$ cat src/cmvr_pkg.sv
// Shared types and register codes for the range clip with minimum valid run.
// No dependencies; every other file of the block imports it.
package cmvr_pkg;

  typedef logic signed [15:0] sample_t;
  typedef logic [2:0]         cfg_idx_t;
  typedef logic [15:0]        cfg_data_t;

  // Register indexes of the configuration port
  localparam cfg_idx_t REG_MIN_RUN    = 3'd0;
  localparam cfg_idx_t REG_LOW_LIMIT  = 3'd1;
  localparam cfg_idx_t REG_HIGH_LIMIT = 3'd2;
  localparam cfg_idx_t REG_LOW_FILL   = 3'd3;
  localparam cfg_idx_t REG_HIGH_FILL  = 3'd4;

  localparam int MIN_RUN_W = 6;

  // Control handed to every cell of the sample chain
  typedef struct packed {
    logic    load;
    logic    shift;
    sample_t din;
  } chain_ctl_t;

endpackage

$ cat src/cmvr_if.sv
// Handshake channels of the block: sample input, result output, register write.
// Depends on cmvr_pkg for the payload types.
interface cmvr_in_if import cmvr_pkg::*; ();
  logic    valid;
  logic    ready;
  sample_t sample_in;
  logic    not_a_number;
  logic    record_end;

  modport source (output valid, sample_in, not_a_number, record_end, input ready);
  modport sink   (input valid, sample_in, not_a_number, record_end, output ready);
endinterface

interface cmvr_out_if import cmvr_pkg::*; ();
  logic    valid;
  logic    ready;
  sample_t sample_out;
  logic    last_of_burst;
  logic    record_done;

  modport source (output valid, sample_out, last_of_burst, record_done, input ready);
  modport sink   (input valid, sample_out, last_of_burst, record_done, output ready);
endinterface

interface cmvr_cfg_if import cmvr_pkg::*; ();
  logic      valid;
  logic      ready;
  cfg_idx_t  index;
  cfg_data_t data;

  modport source (output valid, index, data, input ready);
  modport sink   (input valid, index, data, output ready);
endinterface

$ cat src/cmvr_cell.sv
// One cell of the held-sample chain: loads a new word or takes its neighbor's.
// Depends on cmvr_pkg.
module cmvr_cell import cmvr_pkg::*; (
  input  logic       clk,
  input  chain_ctl_t ctl,
  input  logic       sel,
  input  sample_t    nbr,
  output sample_t    q
);

  sample_t q_r;

  // Load wins over shift so a new word can enter while the chain drains
  always_ff @(posedge clk) begin
    if (ctl.load && sel) begin
      q_r <= ctl.din;
    end else if (ctl.shift) begin
      q_r <= nbr;
    end
  end

  assign q = q_r;

endmodule

$ cat src/cmvr_chain.sv
// Row of cmvr_cell instances; words are written at a slot and drain toward slot 0.
// Depends on cmvr_pkg and cmvr_cell.
module cmvr_chain import cmvr_pkg::*; #(
  parameter int MAX_RUN = 32,
  parameter int CNT_W   = $clog2(MAX_RUN + 1)
) (
  input  logic             clk,
  input  chain_ctl_t       ctl,
  input  logic [CNT_W-1:0] load_idx,
  output sample_t          head
);

  sample_t q [MAX_RUN];

  for (genvar i = 0; i < MAX_RUN; i++) begin : g_cell
    sample_t nbr;
    logic    sel;

    // Last cell keeps its own word on a shift
    if (i == MAX_RUN - 1) begin : g_tail
      assign nbr = q[i];
    end else begin : g_mid
      assign nbr = q[i+1];
    end

    assign sel = (load_idx == CNT_W'(i));

    cmvr_cell u_cell (
      .clk (clk),
      .ctl (ctl),
      .sel (sel),
      .nbr (nbr),
      .q   (q[i])
    );
  end

  assign head = q[0];

endmodule

$ cat src/clip_with_min_valid_run_core.sv
// Range clip with minimum valid run: top level with classifier, run control and output.
// Depends on cmvr_pkg, cmvr_if and cmvr_chain.
//
// Each input word is classed low (below low_limit or flagged not a number), high (above
// high_limit) or in range. In-range words of a run shorter than min_run_length (capped at
// MAX_RUN) are held in a chain of MAX_RUN cells; they leave unchanged once the run reaches
// the minimum or the record ends, or as low_fill/high_fill when a low or high word follows.
// A word that passes or is clipped with nothing held goes out alone; the block then
// sustains one word per cycle unless stalled. A word that releases k held words produces
// a burst of k+1 result words, one per cycle unless stalled, from the head cell of the
// chain into the output register; the next input word is taken in the cycle the last
// burst word moves out. A held word produces no result. No clearing pass follows reset.
module clip_with_min_valid_run_core import cmvr_pkg::*; #(
  parameter int MAX_RUN = 32
) (
  input  logic clk,
  input  logic rst_n,
  cmvr_in_if.sink    in_s,
  cmvr_out_if.source out_m,
  cmvr_cfg_if.sink   cfg_s
);

  localparam int CNT_W = $clog2(MAX_RUN + 1);
  localparam int CMP_W = ((CNT_W > MIN_RUN_W) ? CNT_W : MIN_RUN_W) + 1;

  // Configuration registers
  logic [MIN_RUN_W-1:0] min_run_r;
  sample_t              low_limit_r;
  sample_t              high_limit_r;
  sample_t              low_fill_r;
  sample_t              high_fill_r;

  // Run and burst state
  logic             passing_r,    passing_nxt;
  logic [CNT_W-1:0] run_count_r,  run_count_nxt;
  logic [CNT_W-1:0] drain_left_r, drain_left_nxt;
  logic             burst_fill_r;
  sample_t          burst_fill_val_r;
  logic             burst_rec_end_r;

  // Output register
  logic    out_valid_r;
  sample_t out_sample_r;
  logic    out_last_r;
  logic    out_done_r;

  logic       in_fire;
  logic       can_move;
  logic       drain_fire;
  logic       is_low;
  logic       is_high;
  logic       release_run;
  logic       start_drain;
  logic [CMP_W-1:0] m_eff;
  logic [CMP_W-1:0] cnt_inc;
  chain_ctl_t ctl;
  sample_t    head;

  // Register writes are always taken
  assign cfg_s.ready = 1'b1;

  always_ff @(posedge clk) begin
    if (!rst_n) begin
      min_run_r    <= '0;
      low_limit_r  <= 16'sh8000;
      high_limit_r <= 16'sh7FFF;
      low_fill_r   <= '0;
      high_fill_r  <= '0;
    end else if (cfg_s.valid) begin
      unique case (cfg_s.index)
        REG_MIN_RUN:    min_run_r    <= cfg_s.data[MIN_RUN_W-1:0];
        REG_LOW_LIMIT:  low_limit_r  <= cfg_s.data;
        REG_HIGH_LIMIT: high_limit_r <= cfg_s.data;
        REG_LOW_FILL:   low_fill_r   <= cfg_s.data;
        REG_HIGH_FILL:  high_fill_r  <= cfg_s.data;
        default: ;
      endcase
    end
  end

  // Drain one burst word whenever the output register is free
  assign can_move   = !out_valid_r || out_m.ready;
  assign drain_fire = (drain_left_r != '0) && can_move;
  assign in_s.ready = (drain_left_r == '0) || ((drain_left_r == CNT_W'(1)) && can_move);
  assign in_fire    = in_s.valid && in_s.ready;

  // Classify the incoming word; low wins when both limits are crossed
  assign is_low  = in_s.not_a_number || (in_s.sample_in < low_limit_r);
  assign is_high = !is_low && (in_s.sample_in > high_limit_r);

  assign m_eff   = (CMP_W'(min_run_r) > CMP_W'(MAX_RUN)) ? CMP_W'(MAX_RUN) : CMP_W'(min_run_r);
  assign cnt_inc = CMP_W'(run_count_r) + CMP_W'(1);
  assign release_run = passing_r || (cnt_inc >= m_eff);
  assign start_drain = is_low || is_high || release_run || in_s.record_end;

  // Append every accepted word at the end of the held run
  always_comb begin
    ctl.load  = in_fire;
    ctl.shift = drain_fire;
    ctl.din   = in_s.sample_in;
  end

  cmvr_chain #(
    .MAX_RUN (MAX_RUN),
    .CNT_W   (CNT_W)
  ) u_chain (
    .clk      (clk),
    .ctl      (ctl),
    .load_idx (run_count_r),
    .head     (head)
  );

  // Next run state and burst length
  always_comb begin
    passing_nxt    = passing_r;
    run_count_nxt  = run_count_r;
    drain_left_nxt = drain_fire ? drain_left_r - CNT_W'(1) : drain_left_r;
    if (in_fire) begin
      if (is_low || is_high) begin
        passing_nxt   = 1'b0;
        run_count_nxt = '0;
      end else if (release_run) begin
        passing_nxt   = 1'b1;
        run_count_nxt = '0;
      end else begin
        run_count_nxt = run_count_r + CNT_W'(1);
      end
      if (in_s.record_end) begin
        passing_nxt   = 1'b0;
        run_count_nxt = '0;
      end
      if (start_drain) begin
        drain_left_nxt = run_count_r + CNT_W'(1);
      end
    end
  end

  always_ff @(posedge clk) begin
    if (!rst_n) begin
      passing_r    <= 1'b0;
      run_count_r  <= '0;
      drain_left_r <= '0;
    end else begin
      passing_r    <= passing_nxt;
      run_count_r  <= run_count_nxt;
      drain_left_r <= drain_left_nxt;
    end
  end

  // Latch how the burst is to be emitted
  always_ff @(posedge clk) begin
    if (in_fire && start_drain) begin
      burst_fill_r     <= is_low || is_high;
      burst_fill_val_r <= is_low ? low_fill_r : high_fill_r;
      burst_rec_end_r  <= in_s.record_end;
    end
  end

  // Output register
  always_ff @(posedge clk) begin
    if (!rst_n) begin
      out_valid_r <= 1'b0;
    end else if (drain_fire) begin
      out_valid_r <= 1'b1;
    end else if (out_m.ready) begin
      out_valid_r <= 1'b0;
    end
  end

  always_ff @(posedge clk) begin
    if (drain_fire) begin
      out_sample_r <= burst_fill_r ? burst_fill_val_r : head;
      out_last_r   <= (drain_left_r == CNT_W'(1));
      out_done_r   <= (drain_left_r == CNT_W'(1)) && burst_rec_end_r;
    end
  end

  assign out_m.valid         = out_valid_r;
  assign out_m.sample_out    = out_sample_r;
  assign out_m.last_of_burst = out_last_r;
  assign out_m.record_done   = out_done_r;

endmodule

$ cat src/flat_wrapper.sv
// flat-port wrapper written by rule: the top's interface ports become plain ports
module clip_with_min_valid_run_core_flat import cmvr_pkg::*;
#(
  parameter int MAX_RUN = 32
)
  (clk, rst_n, in_s_valid, in_s_sample_in, in_s_not_a_number, in_s_record_end, in_s_ready, out_m_valid, out_m_sample_out, out_m_last_of_burst, out_m_record_done, out_m_ready, cfg_s_valid, cfg_s_index, cfg_s_data, cfg_s_ready);
  cmvr_in_if in_s_i ();
  cmvr_out_if out_m_i ();
  cmvr_cfg_if cfg_s_i ();
  input  logic clk;
  input  logic rst_n;
  input wire logic [$bits(in_s_i.valid)-1:0] in_s_valid;
  input wire logic [$bits(in_s_i.sample_in)-1:0] in_s_sample_in;
  input wire logic [$bits(in_s_i.not_a_number)-1:0] in_s_not_a_number;
  input wire logic [$bits(in_s_i.record_end)-1:0] in_s_record_end;
  output wire logic [$bits(in_s_i.ready)-1:0] in_s_ready;
  output wire logic [$bits(out_m_i.valid)-1:0] out_m_valid;
  output wire logic [$bits(out_m_i.sample_out)-1:0] out_m_sample_out;
  output wire logic [$bits(out_m_i.last_of_burst)-1:0] out_m_last_of_burst;
  output wire logic [$bits(out_m_i.record_done)-1:0] out_m_record_done;
  input wire logic [$bits(out_m_i.ready)-1:0] out_m_ready;
  input wire logic [$bits(cfg_s_i.valid)-1:0] cfg_s_valid;
  input wire logic [$bits(cfg_s_i.index)-1:0] cfg_s_index;
  input wire logic [$bits(cfg_s_i.data)-1:0] cfg_s_data;
  output wire logic [$bits(cfg_s_i.ready)-1:0] cfg_s_ready;
  assign in_s_i.valid = in_s_valid;
  assign in_s_i.sample_in = in_s_sample_in;
  assign in_s_i.not_a_number = in_s_not_a_number;
  assign in_s_i.record_end = in_s_record_end;
  assign in_s_ready = in_s_i.ready;
  assign out_m_valid = out_m_i.valid;
  assign out_m_sample_out = out_m_i.sample_out;
  assign out_m_last_of_burst = out_m_i.last_of_burst;
  assign out_m_record_done = out_m_i.record_done;
  assign out_m_i.ready = out_m_ready;
  assign cfg_s_i.valid = cfg_s_valid;
  assign cfg_s_i.index = cfg_s_index;
  assign cfg_s_i.data = cfg_s_data;
  assign cfg_s_ready = cfg_s_i.ready;
  clip_with_min_valid_run_core #(.MAX_RUN(MAX_RUN)) u_core (.clk(clk), .rst_n(rst_n), .in_s(in_s_i), .out_m(out_m_i), .cfg_s(cfg_s_i));
endmodule
$ cat config.mk
export PLATFORM = sky130hd
export DESIGN_NAME = clip_with_min_valid_run_core_flat
export DESIGN_NICKNAME = d
export VERILOG_FILES = /design/src/cmvr_pkg.sv /design/src/cmvr_if.sv /design/src/cmvr_cell.sv /design/src/cmvr_chain.sv /design/src/clip_with_min_valid_run_core.sv /design/src/flat_wrapper.sv
export SDC_FILE = /design/constraint.sdc
export NUM_CORES = 1
export LEC_CHECK = 0
export BUFFER_PORTS_ARGS = -buffer_cell sky130_fd_sc_hd__clkbuf_2
export CAP_MARGIN = 10
export CORE_MARGIN = 2
export CORE_UTILIZATION = 55
export DETAILED_ROUTE_END_ITERATION = 10
export PLACE_DENSITY = 0.75
export SLEW_MARGIN = 40
export SYNTH_ARGS = -nofsm -noshare
export SYNTH_HDL_FRONTEND = slang
export SYNTH_SLANG_ARGS = --single-unit
$ cat constraint.sdc
create_clock -name clk -period 3.6 [get_ports clk]
set_input_delay 0.72 -clock clk [delete_from_list [all_inputs] [get_ports clk]]
set_output_delay 0.72 -clock clk [all_outputs]
set_load 0.02 [all_outputs]
==> results_dict.tcl <==
set metrics [dict create \
    synth_edf_count 548 \
    worst_hold_path_type "in -> reg" \
    synth.distinct_cells 65 \
    peakVddDrop_mv 0.540 \
    track_usage 0.205 \
    synth.top_cells.by_area "edfxtp_1 (59%), mux2_2 (17%), dfxtp_1 (6.0%)" \
    globalplace.congestion 0.861 \
    antenna_found_initial 4 \
    multi_input_area_sq_um 9110 \
    crit_type "reg -> reg" \
    layout-drive-gt1-share 0.388 \
    async_flop_share 0 \
    fin_skew_ps 22.8 \
    num-nets-final 1965 \
    vias 14900 \
    clkSlewWorstSetupHoldPaths_ps 60 \
    status "complete, no violations" \
    synth_nets 1899 \
    die_w_um 230 \
    hold_buffers 0 \
    syn_avg_cell_area_sq_um 15.5 \
    core_area_sq_um 50300 \
    drt_wl_total_mm 53.9 \
    final.setup.worst_slack_ps 327 \
    cts_buffers 61 \
    setup_tns_ps 0 \
    synth_most_common_cell "edfxtp_1" \
    synth_seq_cells 632 \
    crit_path_max_incr_delay_ps 500 \
    yosysWarningCount 0 \
    rows 82 \
    cts_tree "done" \
    cap_violations 0 \
    ios 63 \
    portBuffers 61 \
    path_delay_family "compound AO/OA/AOI/OAI gates" \
    ff2ff_setup_slack_ps 330 \
    cts_buffer_depth 3 \
    cts_setup_buffers 0 \
    dpl.hpwl_mm 34.2 \
    hold_path_depth 1 \
    slew-limit-headroom 0.453 \
    startpoint_type "register" \
    drc_errors 0 \
    setup_violations 0 \
    cts.sink_count 632 \
    final.fill_count 3685 \
    start_util 0.557 \
    synth_top_cell_area_share 0.587 \
    clk_latency_ps 620 \
    post-place-ws_ps 78.1 \
    wl_per_cell_um 20.7 \
    powerDensity_nw_per_um2 879 \
    crit_chain "ha_1 > nand3_1 > xnor2_1 > ha_1 > a2111oi_0 > o21a_1 > o21ai_0 > nor3b_1 > mux2_2 > a21oi_2 > buf_12 > a31o_2" \
    cts-htree-levels 2 \
    worstMarginPinSlew_ps 817 \
    layout-area-overhead-vs-synth_pct 10.7 \
    firstDrtPassIters 5 \
    n_antenna_cell 0 \
    worst-path-buf-inv 1 \
    die_area_sq_um 52800 \
    die_h_um 230 \
    cp.required_ps 4110 \
    cts_root_buffer "clkbuf_16" \
    synth-main-ff-cell "edfxtp_1" \
    reg2regPathDepth 12 \
    power_leakage_nw 11.5 \
    fin_crit_sh 0.909 \
    cts_resized 0 \
    slew_violations 0 \
    drt.antenna.violating_nets 0 \
    grt_pass1_vias 15200 \
    rsz0062_at_grt "no" \
    period_minus_slack_ps 3270 \
    netlist_area_sq_um 28000 \
    hold_viol 0 \
    worstReg2RegEnd "u_core.drain_left_r[4]" \
    critPathMostFrequentCell "ha_1" \
    yosysTopAreaCell "edfxtp_1" \
    cp_max_fo 24 \
    crit-reg2reg-launch "u_core.run_count_r[0]" \
    grt_remaining_overflow 0 \
    synth.top_cells.by_count "edfxtp_1 (548), mux2_2 (413), nand2_1 (196)" \
    ys_seq_area_frac 0.647 \
    routed_via_density 5.72 \
    regArea_sq_um 18100 \
    grt_pass1_wl_mm 85.5 \
    max_freq_ghz 0.306 \
    whs_endpoint "u_core.burst_rec_end_r" \
    grt_max_degree 36 \
    cp_slowest_cell "dfxtp_1" \
    syn_inst 1814 \
    cp-end-kind "register" \
    min_from "in_s_record_end" \
    drt-initial-drc-count 1215 \
    finalPower_mw 27.3 \
    cp.arrival_ps 3780 \
]
kinds of logic (layout without fill, tap and decap cells):
family,after synthesis,after routing,synth area share
flops,632,632,0.647
mux,509,509,0.215
simple gates,307,307,0.0561
buf+inv,167,284,0.0285
compound gates,146,146,0.0313
fa+ha+maj,43,43,0.0192
xor+xnor,9,9,0.00281
other cells,1,1,0.000134
metal layers:
metal,GRT usage,share of wire,up-vias
met5,0,0,-
met4,0.0492,0.019,0
met3,0.0360,0.051,76
met2,0.337,0.48,341
met1,0.287,0.45,7568
li1,-,-,6908
metrics by stage:
step	cell area, sq um	hold WS (ps)	util	std cells
after floorplan	28000	433	-	1814
final	31000	356	0.617	2603
after global routing	31000	329	0.617	2603
after CTS	31000	320	0.617	2603
after detailed placement	29100	448	0.579	2489
after global placement	29100	439	0.579	2489
worst max path at each step:
stage	startpoint	endpoint	slack (ps)	cells past startpoint
floorplan	in_s_sample_in[6]	u_core.burst_fill_r	110	7
global placement	in_s_sample_in[1]	u_core.burst_fill_val_r[0]	230	10
detailed placement	in_s_sample_in[6]	u_core.burst_fill_val_r[1]	80	11
CTS	u_core.run_count_r[0]	u_core.drain_left_r[4]	360	12
global route	u_core.run_count_r[3]	u_core.drain_left_r[2]	150	12
finish	u_core.run_count_r[0]	u_core.drain_left_r[4]	330	12
sequential cells by signal (all words and copies together) (netlist names):
signal	cells
u_core.burst_fill_r	1
u_core.burst_fill_val_r	16
u_core.burst_rec_end_r	1
u_core.drain_left_r	6
u_core.high_fill_r	16
u_core.high_limit_r	16
u_core.low_fill_r	16
u_core.low_limit_r	16
u_core.min_run_r	6
u_core.out_m.last_of_burst	1
u_core.out_m.record_done	1
u_core.out_m.sample_out	16
u_core.out_m.valid	1
u_core.passing_r	1
u_core.run_count_r	6
u_core.u_chain.g_cell.u_cell.q	512
report_power, final:
group	switching (mW)	internal (mW)	leakage [nW]
combinational	3.93	2.86	4.46
clock	2.66	3.48	0.941
sequential	0.943	13.4	6.09
total	7.53	19.7	11.5
cell usage in the layout (no fill, tap or decap), types with 33 or more instances in the layout:
cell type  count
a21oi_1       64
nand2_1      196
ha_1          43
edfxtp_1     548
buf_4         62
inv_1         42
o21ai_0       33
mux2_4        80
dfxtp_1       84
mux2_2       413
clkbuf_2      61
clkbuf_16     63
area by class of cell:
type | count | area share
clock buffers | 90 | 0.0560
well taps | 672 | 0.0271
repair buffers | 127 | 0.0274
inverters | 43 | 0.00520
clock inverters | 24 | 0.00617
flip-flops and latches | 632 | 0.584
multi-input cells | 1015 | 0.294
(Power assumes the default switching activity.)
